$ cat src/rtl/ffba_pkg.sv
`default_nettype none
// ----------------------------------------------------------------------------
// ffba_pkg
// Shared constants, status codes and controller/datapath link types for the
// first-fit bitmap allocator.
// ----------------------------------------------------------------------------
package ffba_pkg;

    // Managed region: GRANULES and GRANULE_BYTES are powers of two.
    localparam int GRANULES      = 1024;
    localparam int GRANULE_BYTES = 8;

    localparam int ADDR_W     = 32;
    localparam int SIZE_W     = 14;
    localparam int GRAN_SHIFT = $clog2(GRANULE_BYTES);
    localparam int NEED_W     = SIZE_W + 1 - GRAN_SHIFT;
    localparam int CMP_W      = ADDR_W + 1;

    // Bitmap storage: WORDS rows of WORD_BITS bits
    localparam int WORD_BITS = (GRANULES >= 64) ? 32 : GRANULES / 2;
    localparam int WORDS     = GRANULES / WORD_BITS;
    localparam int IDX_W     = $clog2(GRANULES);
    localparam int BIT_W     = $clog2(WORD_BITS);
    localparam int WIDX_W    = IDX_W - BIT_W;
    localparam int RUN_W     = $clog2(GRANULES + WORD_BITS + 1);

    localparam logic KIND_ALLOC = 1'b0;
    localparam logic KIND_FREE  = 1'b1;

    typedef enum logic [1:0] {
        ST_DONE    = 2'd0,
        ST_NO_ROOM = 2'd1,
        ST_BAD     = 2'd2
    } t_status;

    typedef struct packed {
        logic    load;
        logic    scan_init;
        logic    scan;
        logic    free_range;
        logic    mark_init;
        logic    mark;
        logic    finish;
        t_status status;
    } t_cmd;

    typedef struct packed {
        logic zero;
        logic alloc;
        logic too_big;
        logic fit;
        logic hit;
        logic scan_end;
        logic mark_end;
    } t_stat;

endpackage
`default_nettype wire

$ cat src/rtl/first_fit_bitmap_allocator_core.sv
`default_nettype none
// ----------------------------------------------------------------------------
// first_fit_bitmap_allocator_core
// First-fit allocator over a used/free bitmap of 8-byte granules.
// ----------------------------------------------------------------------------
// Usage:
//   Request: drive i_kind/i_size_bytes/i_address with start; the transfer is
//   taken on a clock edge where start is high and busy is low.
//   Result: o_status/o_granted_address/o_granted_size are valid for exactly
//   one cycle with o_result_valid; there is no back-pressure, and busy is
//   already low in that cycle so the next request may be taken there.
//   Config: i_cfg_we/i_cfg_wdata write the region base; the user must write
//   it only while idle, as the block itself does not enforce this.
// Each request is checked first; a rejected one (zero size, free out of
//   range, oversize) ends there. An allocate then reads bitmap words from
//   word 0 until the run end (1..32 words), one 32-bit word per cycle, and
//   marks the words the run touches; a free marks its range. Marking is a
//   read-modify-write of one word per cycle. Items are handled one at a time.
// Reset: bitmap rows carry valid flags that reset clears, so every granule
//   reads free right after reset with no clearing pass; base resets to 0.
// ----------------------------------------------------------------------------
module first_fit_bitmap_allocator_core
    import ffba_pkg::*;
(
    input  wire logic               i_clk,
    input  wire logic               i_rst_n,
    input  wire logic               i_cfg_we,
    input  wire logic [ADDR_W-1:0]  i_cfg_wdata,
    input  wire logic               start,
    output logic                    busy,
    input  wire logic               i_kind,
    input  wire logic [SIZE_W-1:0]  i_size_bytes,
    input  wire logic [ADDR_W-1:0]  i_address,
    output logic                    o_result_valid,
    output logic [1:0]              o_status,
    output logic [ADDR_W-1:0]       o_granted_address,
    output logic [SIZE_W-1:0]       o_granted_size
);

    t_cmd  cmd;
    t_stat stat;

    ffba_ctrl u_ctrl (
        .i_clk          (i_clk),
        .i_rst_n        (i_rst_n),
        .start          (start),
        .i_stat         (stat),
        .busy           (busy),
        .o_result_valid (o_result_valid),
        .o_cmd          (cmd)
    );

    ffba_dp u_dp (
        .i_clk             (i_clk),
        .i_rst_n           (i_rst_n),
        .i_cfg_we          (i_cfg_we),
        .i_cfg_wdata       (i_cfg_wdata),
        .i_kind            (i_kind),
        .i_size_bytes      (i_size_bytes),
        .i_address         (i_address),
        .i_cmd             (cmd),
        .o_stat            (stat),
        .o_status          (o_status),
        .o_granted_address (o_granted_address),
        .o_granted_size    (o_granted_size)
    );

endmodule
`default_nettype wire

$ cat src/rtl/ffba_dp.sv
`default_nettype none
// ----------------------------------------------------------------------------
// ffba_dp
// Allocator datapath: request registers, bitmap memory with per-row valid
// flags, word-wide run search and read-modify-write range marking.
// ----------------------------------------------------------------------------
module ffba_dp
    import ffba_pkg::*;
(
    input  wire logic                i_clk,
    input  wire logic                i_rst_n,
    input  wire logic                i_cfg_we,
    input  wire logic [ADDR_W-1:0]   i_cfg_wdata,
    input  wire logic                i_kind,
    input  wire logic [SIZE_W-1:0]   i_size_bytes,
    input  wire logic [ADDR_W-1:0]   i_address,
    input  wire t_cmd                i_cmd,
    output t_stat                    o_stat,
    output logic [1:0]               o_status,
    output logic [ADDR_W-1:0]        o_granted_address,
    output logic [SIZE_W-1:0]        o_granted_size
);

    // request
    logic [ADDR_W-1:0]   r_base_addr;
    logic                r_kind;
    logic [SIZE_W-1:0]   r_size;
    logic [NEED_W-1:0]   r_need;
    logic [ADDR_W-1:0]   r_offset;
    logic [IDX_W-1:0]    r_first;
    logic [IDX_W-1:0]    r_last;
    logic [RUN_W-1:0]    r_run;

    // memory access
    logic [WIDX_W:0]     r_rd_idx;
    logic                r_pend;
    logic [WIDX_W-1:0]   r_pend_idx;
    logic [WORD_BITS-1:0] mem [WORDS];
    logic [WORD_BITS-1:0] r_rdata;
    logic                r_rd_ok;
    logic [WORDS-1:0]    r_row_vld;

    // result
    t_status             r_status;
    logic [ADDR_W-1:0]   r_gaddr;
    logic [SIZE_W-1:0]   r_gsize;

    logic [WIDX_W-1:0]   rd_addr;
    logic                rd_issue;
    logic [WORD_BITS-1:0] word_cur;
    logic [WORD_BITS-1:0] mask;
    logic [WORD_BITS-1:0] wr_data;
    logic                wr_en;
    logic [BIT_W-1:0]    lo;
    logic [BIT_W-1:0]    hi;
    logic [WIDX_W-1:0]   first_word;
    logic [WIDX_W-1:0]   last_word;
    logic [ADDR_W-GRAN_SHIFT-1:0] free_first;
    logic [CMP_W-1:0]    free_end;
    logic [WORD_BITS-1:0] hit_vec;
    logic [RUN_W-1:0]    run_pos [WORD_BITS];
    logic [BIT_W-1:0]    hit_pos;
    logic                any_hit;
    logic [IDX_W-1:0]    hit_end;
    logic [CMP_W-1:0]    hit_start;
    logic [SIZE_W:0]     size_round;

    assign first_word = r_first[IDX_W-1 -: WIDX_W];
    assign last_word  = r_last[IDX_W-1 -: WIDX_W];
    assign rd_addr    = r_rd_idx[WIDX_W-1:0];
    assign word_cur   = r_rd_ok ? r_rdata : '0;
    assign size_round = {1'b0, i_size_bytes} + (SIZE_W+1)'(GRANULE_BYTES - 1);

    assign free_first = r_offset[ADDR_W-1:GRAN_SHIFT];
    assign free_end   = CMP_W'(free_first) + CMP_W'(r_need);

    always_comb begin
        rd_issue = 1'b0;
        if (i_cmd.scan) begin
            rd_issue = (r_rd_idx < (WIDX_W+1)'(WORDS));
        end else if (i_cmd.mark) begin
            rd_issue = (r_rd_idx <= {1'b0, last_word});
        end
    end

    // Run length ending at each bit of the current word; a used bit at or
    // below the position cuts the run carried in from earlier words.
    always_comb begin
        logic found;
        int   lastu;
        for (int j = 0; j < WORD_BITS; j++) begin
            found = 1'b0;
            lastu = 0;
            for (int k = 0; k < WORD_BITS; k++) begin
                if (k <= j && word_cur[k]) begin
                    found = 1'b1;
                    lastu = k;
                end
            end
            run_pos[j] = found ? RUN_W'(j - lastu) : r_run + RUN_W'(j + 1);
            hit_vec[j] = (CMP_W'(run_pos[j]) >= CMP_W'(r_need));
        end
    end

    always_comb begin
        hit_pos = '0;
        for (int j = WORD_BITS - 1; j >= 0; j--) begin
            if (hit_vec[j]) begin
                hit_pos = BIT_W'(j);
            end
        end
    end

    assign any_hit   = |hit_vec;
    assign hit_end   = {r_pend_idx, hit_pos};
    assign hit_start = CMP_W'(hit_end) + CMP_W'(1) - CMP_W'(r_need);

    // Mark mask for the word in flight
    assign lo      = (r_pend_idx == first_word) ? r_first[BIT_W-1:0] : '0;
    assign hi      = (r_pend_idx == last_word) ? r_last[BIT_W-1:0] : '1;
    assign mask    = ({WORD_BITS{1'b1}} << lo) &
                     ({WORD_BITS{1'b1}} >> (BIT_W'(WORD_BITS - 1) - hi));
    assign wr_data = (r_kind == KIND_ALLOC) ? (word_cur | mask) : (word_cur & ~mask);
    assign wr_en   = i_cmd.mark && r_pend;

    always_comb begin
        o_stat          = '0;
        o_stat.zero     = (r_size == '0);
        o_stat.alloc    = (r_kind == KIND_ALLOC);
        o_stat.too_big  = (CMP_W'(r_need) > CMP_W'(GRANULES));
        o_stat.fit      = (free_end <= CMP_W'(GRANULES));
        o_stat.hit      = r_pend && any_hit;
        o_stat.scan_end = r_pend && !any_hit && (r_pend_idx == WIDX_W'(WORDS - 1));
        o_stat.mark_end = r_pend && (r_pend_idx == last_word);
    end

    always_ff @(posedge i_clk) begin
        if (wr_en) begin
            mem[r_pend_idx] <= wr_data;
        end
        r_rdata <= mem[rd_addr];
        r_rd_ok <= r_row_vld[rd_addr];
    end

    // Control state
    always_ff @(posedge i_clk) begin
        if (!i_rst_n) begin
            r_row_vld   <= '0;
            r_base_addr <= '0;
            r_pend      <= 1'b0;
            r_rd_idx    <= '0;
        end else begin
            if (i_cfg_we) begin
                r_base_addr <= i_cfg_wdata;
            end
            if (wr_en) begin
                r_row_vld[r_pend_idx] <= 1'b1;
            end
            if (i_cmd.scan_init) begin
                r_rd_idx <= '0;
                r_pend   <= 1'b0;
            end else if (i_cmd.mark_init) begin
                r_rd_idx <= {1'b0, first_word};
                r_pend   <= 1'b0;
            end else if (i_cmd.scan || i_cmd.mark) begin
                r_pend <= rd_issue;
                if (rd_issue) begin
                    r_rd_idx <= r_rd_idx + (WIDX_W+1)'(1);
                end
            end
        end
    end

    // Payload
    always_ff @(posedge i_clk) begin
        r_pend_idx <= rd_addr;
        if (i_cmd.load) begin
            r_kind   <= i_kind;
            r_size   <= i_size_bytes;
            r_need   <= NEED_W'(size_round >> GRAN_SHIFT);
            r_offset <= i_address - r_base_addr;
        end
        if (i_cmd.scan_init) begin
            r_run <= '0;
        end else if (i_cmd.scan && r_pend) begin
            r_run <= run_pos[WORD_BITS-1];
        end
        if (i_cmd.scan && r_pend && any_hit) begin
            r_first <= hit_start[IDX_W-1:0];
            r_last  <= hit_end;
        end else if (i_cmd.free_range) begin
            r_first <= free_first[IDX_W-1:0];
            r_last  <= IDX_W'(free_end - CMP_W'(1));
        end
        if (i_cmd.finish) begin
            r_status <= i_cmd.status;
            if (i_cmd.status == ST_DONE && r_kind == KIND_ALLOC) begin
                r_gaddr <= r_base_addr + (ADDR_W'(r_first) << GRAN_SHIFT);
                r_gsize <= r_size;
            end else begin
                r_gaddr <= '0;
                r_gsize <= '0;
            end
        end
    end

    assign o_status          = r_status;
    assign o_granted_address = r_gaddr;
    assign o_granted_size    = r_gsize;

`ifndef SYNTH
    a_hit_in_scan: assert property (@(posedge i_clk) disable iff (!i_rst_n)
        (i_cmd.scan && r_pend && any_hit) |=> (r_first <= r_last))
        else $error("ffba_dp: found run ends before it starts");

    a_write_in_range: assert property (@(posedge i_clk) disable iff (!i_rst_n)
        wr_en |-> (r_pend_idx >= first_word && r_pend_idx <= last_word))
        else $error("ffba_dp: bitmap write outside the marked range");

    a_no_write_scan: assert property (@(posedge i_clk) disable iff (!i_rst_n)
        i_cmd.scan |-> !wr_en)
        else $error("ffba_dp: bitmap written during search");
`endif

endmodule
`default_nettype wire

$ cat src/rtl/ffba_ctrl.sv
`default_nettype none
// ----------------------------------------------------------------------------
// ffba_ctrl
// Allocator sequencer: request checks, bitmap search, range marking and
// result strobe.
// ----------------------------------------------------------------------------
module ffba_ctrl
    import ffba_pkg::*;
(
    input  wire logic  i_clk,
    input  wire logic  i_rst_n,
    input  wire logic  start,
    input  wire t_stat i_stat,
    output logic       busy,
    output logic       o_result_valid,
    output t_cmd       o_cmd
);

    typedef enum logic [2:0] {
        S_IDLE,
        S_CHECK,
        S_SCAN,
        S_SETUP,
        S_MARK
    } t_state;

    t_state r_state;
    t_state n_state;
    logic   r_done;
    logic   n_done;

    always_comb begin
        n_state = r_state;
        n_done  = 1'b0;
        o_cmd   = '0;
        case (r_state)
            S_IDLE: begin
                if (start) begin
                    o_cmd.load = 1'b1;
                    n_state    = S_CHECK;
                end
            end
            S_CHECK: begin
                if (i_stat.zero) begin
                    o_cmd.finish = 1'b1;
                    o_cmd.status = ST_BAD;
                end else if (i_stat.alloc) begin
                    if (i_stat.too_big) begin
                        o_cmd.finish = 1'b1;
                        o_cmd.status = ST_NO_ROOM;
                    end else begin
                        o_cmd.scan_init = 1'b1;
                        n_state         = S_SCAN;
                    end
                end else if (!i_stat.fit) begin
                    o_cmd.finish = 1'b1;
                    o_cmd.status = ST_BAD;
                end else begin
                    o_cmd.free_range = 1'b1;
                    n_state          = S_SETUP;
                end
            end
            S_SCAN: begin
                o_cmd.scan = 1'b1;
                if (i_stat.hit) begin
                    n_state = S_SETUP;
                end else if (i_stat.scan_end) begin
                    o_cmd.finish = 1'b1;
                    o_cmd.status = ST_NO_ROOM;
                end
            end
            S_SETUP: begin
                o_cmd.mark_init = 1'b1;
                n_state         = S_MARK;
            end
            S_MARK: begin
                o_cmd.mark = 1'b1;
                if (i_stat.mark_end) begin
                    o_cmd.finish = 1'b1;
                    o_cmd.status = ST_DONE;
                end
            end
            default: begin
                n_state = S_IDLE;
            end
        endcase
        if (o_cmd.finish) begin
            n_done  = 1'b1;
            n_state = S_IDLE;
        end
    end

    always_ff @(posedge i_clk) begin
        if (!i_rst_n) begin
            r_state <= S_IDLE;
            r_done  <= 1'b0;
        end else begin
            r_state <= n_state;
            r_done  <= n_done;
        end
    end

    assign busy           = (r_state != S_IDLE);
    assign o_result_valid = r_done;

`ifndef SYNTH
    a_strobe_single: assert property (@(posedge i_clk) disable iff (!i_rst_n)
        r_done |=> !r_done)
        else $error("ffba_ctrl: result strobe held for two cycles");

    a_strobe_idle: assert property (@(posedge i_clk) disable iff (!i_rst_n)
        r_done |-> (r_state == S_IDLE))
        else $error("ffba_ctrl: result strobe while a request is in flight");

    a_accept_busy: assert property (@(posedge i_clk) disable iff (!i_rst_n)
        (start && !busy) |=> (busy && !r_done))
        else $error("ffba_ctrl: accepted transfer did not start a request");

    a_busy_origin: assert property (@(posedge i_clk) disable iff (!i_rst_n)
        $rose(busy) |-> $past(start))
        else $error("ffba_ctrl: busy rose without a start");
`endif

endmodule
`default_nettype wire
$ cat config.mk
export PLATFORM = sky130hd
export DESIGN_NAME = first_fit_bitmap_allocator_core
export DESIGN_NICKNAME = d
export VERILOG_FILES = /design/src/rtl/ffba_pkg.sv /design/src/rtl/first_fit_bitmap_allocator_core.sv /design/src/rtl/ffba_dp.sv /design/src/rtl/ffba_ctrl.sv
export SDC_FILE = /design/constraint.sdc
export NUM_CORES = 2
export LEC_CHECK = 0
export BUFFER_PORTS_ARGS = -buffer_cell sky130_fd_sc_hd__buf_4
export CORE_MARGIN = 2
export CORE_UTILIZATION = 61
export CTS_CLUSTER_DIAMETER = 80
export CTS_CLUSTER_SIZE = 10
export DETAILED_ROUTE_END_ITERATION = 16
export GPL_ROUTABILITY_DRIVEN = 0
export PLACE_DENSITY = 0.78
export SLEW_MARGIN = 5
export SYNTH_ARGS = -nofsm -noshare
export SYNTH_HDL_FRONTEND = slang
export SYNTH_HIERARCHICAL = 1
export SYNTH_SLANG_ARGS = --single-unit
$ cat constraint.sdc
create_clock -name i_clk -period 8.8 [get_ports i_clk]
set_input_delay 1.76 -clock i_clk [delete_from_list [all_inputs] [get_ports i_clk]]
set_output_delay 1.76 -clock i_clk [all_outputs]
set_load 0.01 [all_outputs]
# [Word-level counts from Yosys, hierarchy flattened]
# Memories as Yosys holds them, arrays and structs flattened. A register that Yosys moved wholly into a read port is not among the register bits.
# Cells that the tools add are included.
[totals] input_bits=83 latch_bits=0 ramBits=1024 mem_count=1 word_cells=353 rom_bits=0 reg_bits=219 output_inout_bits=50
[classes] multipliers=0 shift=2 add_sub_neg=72 bitwise_logic=8 n_mux=175 eq_ne=12 n_reduce_logical=25 magnitude_cmp=39 div=0
[memory_table] memory="u_dp.mem" depth=32 width=32 rd=1 rd_ports_with_merged_regs=1 write_ports=1 line_no="ffba_dp.sv:38" rtl="logic [WORD_BITS-1:0] mem [WORDS];"
[op_table] op="2-to-1 mux 11 bit" n=60
[op_table] op=">= comparator 11 x 12 -> 1 bit" n=32
[op_table] op="2-to-1 mux 5 bit" n=37
[op_table] op="adder 11 x 5 -> 11 bit (second input constant)" n=16
[op_table] op="subtractor 6 x 11 -> 11 bit (first input constant)" n=16
[op_table] op="adder 11 x 4 -> 11 bit (second input constant)" n=8
[op_table] op="subtractor 5 x 11 -> 11 bit (first input constant)" n=8
[op_table] op="AND 32 bit" n=2
[op_table] op="2-to-1 mux 32 bit" n=2
[op_table] op="bitwise OR 32 bit" n=2
[op_table] op="2-to-1 mux 1 bit" n=53
[op_table] op="adder 11 x 3 -> 11 bit (second input constant)" n=4
[op_table] op="subtractor 4 x 11 -> 11 bit (first input constant)" n=4
[op_table] op="2-to-1 mux 10 bit" n=4
[op_table] op="2-to-1 mux 3 bit" n=13
[op_table] op="adder 32 x 13 -> 32 bit" n=1
[op_table] op="inverter 32 bit" n=1
[op_table] op="OR reduction 32 bit" n=1
[op_table] op="<< shifter 32 x 5 -> 32 bit (first input constant)" n=1
[op_table] op="right shift 32 x 5 -> 32 bit (first input constant)" n=1
[op_table] op="subtractor 32 bit" n=1
[op_table] op="adder 29 x 12 -> 30 bit" n=1
[op_table] op="less-or-equal comparator 30 x 11 -> 1 bit (second input constant)" n=1
[op_table] op="adder 11 x 2 -> 11 bit (second input constant)" n=2
[op_table] op="other kinds (41)" n=62

# [Logic depth before layout (Yosys ltp)]
[depth] ltp_word=70 mapped_depth=40

# [Modules after synthesis]
# The synthesis kept the hierarchy.
[by_module_without_submodules] mod="ffba_dp" cells_per_inst=5073 seq_area_each_um2=36875.4 area_each_um2=67708.7 n_inst=1
[by_module_without_submodules] mod="ffba_ctrl" cells_per_inst=41 seq_area_each_um2=80.1 area_each_um2=335.3 n_inst=1

# [Least setup slack after synthesis]
# OpenSTA, ideal clock, no wires.
[synth_timing] path_kind="register to register" startpoint="reg u_dp.r_rd_ok" endpoint="reg u_dp.r_first[9], data pin" required_time_ps=8540 path_buffers=9 stages_incl_launch_ff=41 arrival_ps=6427 setup_ps=260 period_less_slack_ps=6687 path_slack_ps=2113 cell_sequence="dfxtp_1 -> buf_4 -> buf_4 -> buf_4 -> buf_2 -> buf_2 -> buf_2 -> buf_1 -> buf_1 -> buf_1 -> nand2_1 -> nand2_1 -> ha_1 -> o21ai_0 -> inv_1 -> ha_1 -> a21oi_1 -> ha_1 -> [... 5 more ...] -> o41ai_1 -> nand3_1 -> a211o_1 -> o311a_1 -> ha_1 -> inv_1 -> ha_1 -> inv_1 -> fa_1 -> nor2b_1 -> o21ai_0 -> nand2b_1 -> a21oi_1 -> o21bai_1 -> a21o_1 -> a21oi_1 -> xnor2_1 -> mux2_2"
[synth_between] elab_chain_cells=70
[synth_lines] item="start: declaration" line_no="ffba_dp.sv:40" rtl="logic r_rd_ok;"
[synth_lines] item="start signal: assignment" line_no="ffba_dp.sv:142" rtl="r_rd_ok <= r_row_vld[rd_addr];"
[synth_lines] item="2-to-1 mux 32 bit *" line_no="ffba_dp.sv:71" rtl="assign word_cur = r_rd_ok ? r_rdata : '0;"
[synth_lines] item="2-to-1 mux 1 bit" line_no="ffba_dp.sv:95" rtl="if (k <= j && word_cur[k]) begin"
[synth_lines] item="2-to-1 mux 2 bit / 2-to-1 mux 1 bit (equally long branches) (2 in a row)" line_no="ffba_dp.sv:95"
[synth_lines] item="2-to-1 mux 11 bit / 2-to-1 mux 1 bit (equally long branches) (28 in a row)" line_no="ffba_dp.sv:95"
[synth_lines] item="subtractor 6 x 11 -> 11 bit / 2-to-1 mux 1 bit (equally long branches)" line_no="ffba_dp.sv:100, ffba_dp.sv:95"
[synth_lines] item="2-to-1 mux 11 bit" line_no="ffba_dp.sv:100" rtl="run_pos[j] = found ? RUN_W'(j - lastu) : r_run + RUN_W'(j + 1);"
[synth_lines] item=">= comparator 11 x 12 -> 1 bit" line_no="ffba_dp.sv:101" rtl="hit_vec[j] = (CMP_W'(run_pos[j]) >= CMP_W'(r_need));"
[synth_lines] item="2-to-1 mux 5 bit (32 in a row)" line_no="ffba_dp.sv:108" rtl="if (hit_vec[j]) begin"
[synth_lines] item="adder 10 x 1 -> 10 bit" line_no="ffba_dp.sv:116" rtl="assign hit_start = CMP_W'(hit_end) + CMP_W'(1) - CMP_W'(r_need);"
[synth_lines] item="subtractor 10 bit" line_no="ffba_dp.sv:116"
[synth_lines] item="2-to-1 mux 10 bit *" line_no="ffba_dp.sv:188" rtl="if (i_cmd.scan && r_pend && any_hit) begin"
[synth_lines] item="end signal: assignment" line_no="ffba_dp.sv:189" rtl="r_first <= hit_start[IDX_W-1:0];"
[synth_lines] item="end signal: assignment" line_no="ffba_dp.sv:192" rtl="r_first <= free_first[IDX_W-1:0];"
[synth_lines] item="end: declaration" line_no="ffba_dp.sv:30" rtl="logic [IDX_W-1:0] r_first;"
# Every way passes the cells marked *; elsewhere a longest branch is shown, timed or not.
# A chain may end at the register's enable or synchronous reset.

==> results.yml <==
status:
  run_status: "complete, no violations"
clock_network:
  clockRootBuffer: "clkbuf_16"
  holdBufCountCts: 0
  path_clk_slew_ps: 60
  cts_made_buffers: 146
  cts_max_level: 4
  postCtsSetupRepairBufs: 0
  post_cts_resized: 0
  clk_path_buf_depth: 3
  cts_tree: "built"
  clk_latency_ps: 800
  clock_sinks: 1272
final_layout:
  final_cell_mix: "edfxtp_1 (1148), ha_1 (489), nor2_1 (381), nand2_1 (378), mux4_2 (330)"
  fin_nets: 5880
  utilization_pct: 68.41
  drive_gt1_share_pct: 17.68
  final_common_cell: "edfxtp_1"
  area_delta_synth_final_pct: 11.27
routing:
  num_vias: 47836
  via_per_inst: 6.975
  wl_per_cell_um: 31.24
  drc: 0
  drtIter0Drc: 6986
  wl_mm: 214.2
  ant_nets: 0
  drt_first_pass_iters: 8
logic_synthesis:
  synth_top_flop_cell: "edfxtp_1"
  yosysSeqAreaShare_pct: 54.31
  synthArstFlopShare_pct: 0
  synth_seq_cells: 1272
  synth_edf_count: 1148
  postSynthCellCount: 5114
  synth_nets: 5689
  yosysWarnings: 6
  synth.avg_cell_area_um2: 13.31
  yosysUniqueCellTypes: 108
  synth_area_um2: 68040
critical_path:
  cp-start-kind: "flop"
  cp.required_ps: 9310
  arrival_ps: 8740
  cpMaxStageDelayCell: "o41ai_2"
  path_class: "flop to flop"
  critical_path.max_fanout: 19
  end_kind: "flop"
  rr_worst_depth: 32
  slowest_delay_ps: 700
timing:
  fin_setup_tns_ps: 0
  relSlewSlack_pct: 3.191
  report.final.hold_viol_count: 0
  grt_setup_unrepaired: "no"
  final.period_utilization_pct: 93.52
  fin_crit_ps: 8230
  holdWs_ps: 461.7
  drv_slew: 0
  worst_pin_slew_ps: 1442
  max_freq_mhz: 121.5
  setup_viol: 0
  fin_worst_skew_ps: 70.46
die:
  coreArea_um2: 110700
  start_util_pct: 61.48
  die-area_um2: 114200
  die_h_um: 338.0
  ios: 133
  fp.dieW_um: 338.0
  rows: 122
grt:
  grt_max_degree: 100
  grt_pass1_vias: 46676
  grt_overflow: 0
  grt_antenna_before_repair: 14
  grt_usage_pct: 37.88
  grt_pass1_wl_mm: 312.0
run:
  drv_cap: 0
min_path:
  hp-class: "flop to flop"
  worstHoldPathCells: 1
placed_design:
  io_buffers: 132
  hpwlAfterDp_mm: 128.6
power_and_ir_drop:
  p_leak_nw: 27.52
  powerDensity_nw_per_um2: 190.9
  ir_drop_mv: 0.2542
==> synth_stat cells (all sizes together), types with 12 or more instances <==
| cell | count | share of area (%) |
|---|---|---|
| nor3 | 41 | 0.31 |
| xnor2 | 198 | 2.5 |
| o211ai | 17 | 0.19 |
| a21o | 99 | 1.1 |
| inv | 132 | 0.73 |
| a31oi | 30 | 0.28 |
| a211oi | 41 | 0.46 |
| a21oi | 281 | 2.1 |
| edfxtp | 1148 | 51 |
| nor2b | 83 | 0.76 |
| or3 | 38 | 0.37 |
| o21a | 73 | 0.81 |
| or2 | 20 | 0.18 |
| and3 | 20 | 0.18 |
| o31ai | 13 | 0.14 |
| mux4 | 330 | 11 |
| ha | 489 | 9.0 |
| dfxtp | 124 | 3.6 |
| mux2i | 66 | 0.97 |
| nor4 | 13 | 0.12 |
| and2 | 39 | 0.36 |
| o21ai | 230 | 1.7 |
| nand2 | 383 | 2.1 |
| nor2 | 420 | 2.4 |
| xor2 | 116 | 1.5 |
| nand2b | 59 | 0.56 |
| buf | 72 | 0.51 |
| mux2 | 28 | 0.46 |
| nand3 | 89 | 0.68 |
| a211o | 13 | 0.17 |
| o22ai | 23 | 0.21 |
| clkbuf | 166 | 0.92 |
| nand4 | 39 | 0.36 |
| o21bai | 12 | 0.13 |
| o2111ai | 19 | 0.24 |
==> per-layer routing <==
metal | wire (um) | track usage, % | vias to the layer above
met3 | 25790 | 9.353 | 864
met1 | 75490 | 48.88 | 23421
met4 | 13540 | 20.35 | 18
met2 | 99270 | 59.55 | 3601
met5 | 123 | 0 | -
li1 | - | - | 19932
==> final timing paths <==
check / slack [ps] / endpoint / start
max: 570 / u_dp/r_first[9]$_DFFE_PP_ / u_dp/r_rdata[1]$_DFF_P_
min reg2reg: 460 / u_dp/r_row_vld[17]$_SDFFE_PN0P_ / u_dp/r_row_vld[17]$_SDFFE_PN0P_
min: 460 / u_dp/r_row_vld[17]$_SDFFE_PN0P_ / u_dp/r_row_vld[17]$_SDFFE_PN0P_
max reg2reg: 570 / u_dp/r_first[9]$_DFFE_PP_ / u_dp/r_rdata[1]$_DFF_P_
==> cells by family (layout without fill, tap and decap cells) <==
kind of cell,after synthesis,count (layout),share of synthesized area (%)
other cells,0,3,0
flops,1272,1272,54.31
fa+ha+maj,492,492,9.080
simple gates,1293,1293,9.036
buf+inv,371,624,2.164
xor+xnor,314,314,4.042
mux,424,424,12.36
compound gates,948,948,9.010
==> power breakdown <==
part / switching (mW) / total [mW] / internal (mW) / leakage (nW)
logic: 1.29 / 2.14 / 0.850 / 14.1
registers: 0.0914 / 6.82 / 6.73 / 11.4
clock network: 2.42 / 5.50 / 3.08 / 1.99
total: 3.80 / 14.5 / 10.7 / 27.5
==> stage by stage <==
| step | total power, mW | area (um^2) | instances | worst slack, ps |
|---|---|---|---|---|
| finish | 14.46 | 75710 | 6858 | 569.8 |
| floorplan | 8.293 | 68040 | 5114 | 2113 |
| global route | 14.90 | 75710 | 6855 | 103.0 |
| CTS | 14.44 | 75650 | 6855 | 629.2 |
| global placement | 8.930 | 71510 | 6645 | 798.3 |
| detailed placement | 8.984 | 71510 | 6645 | 669.6 |
==> registers in the layout (all words and copies together), names as in the netlist, 3 cells and up <==
name and flops:
u_dp/r_offset 29, u_dp/r_last 10, u_dp/r_base_addr 32, u_dp/r_first 10, u_dp/r_rdata 32, u_dp/r_row_vld 32, u_dp/r_need 12, u_dp/r_rd_idx 6
u_dp/r_size 14, u_ctrl/r_state 3, u_dp/o_granted_size 14, u_dp/o_granted_address 32, u_dp/r_run 11, u_dp/r_pend_idx 5, u_dp/mem 1024
==> worst max-delay path: cells and delay by family, from the launching register on <==
| family | cells | cell delay (ps) |
|---|---|---|
| AOI/OAI and AO/OA | 15 | 3720 |
| and+or+nand+nor | 10 | 2510 |
| adders and majority gates | 4 | 910 |
| DFF | 1 | 390 |
| muxes | 1 | 260 |
| xor gates and xnor gates | 1 | 90 |
| buffers and inverters | 1 | 70 |
==> final cells by class <==
type	instances	area, um^2
diodes	3	7.507
clock buffers	194	3876
inverters	133	499.2
well taps	1488	1862
flip-flops and latches	1272	36980
fillers	7339	34950
repair buffers	281	2160
clock inverters	16	266.5
multi-input cells	3471	30060
(Power assumes the default switching activity.)
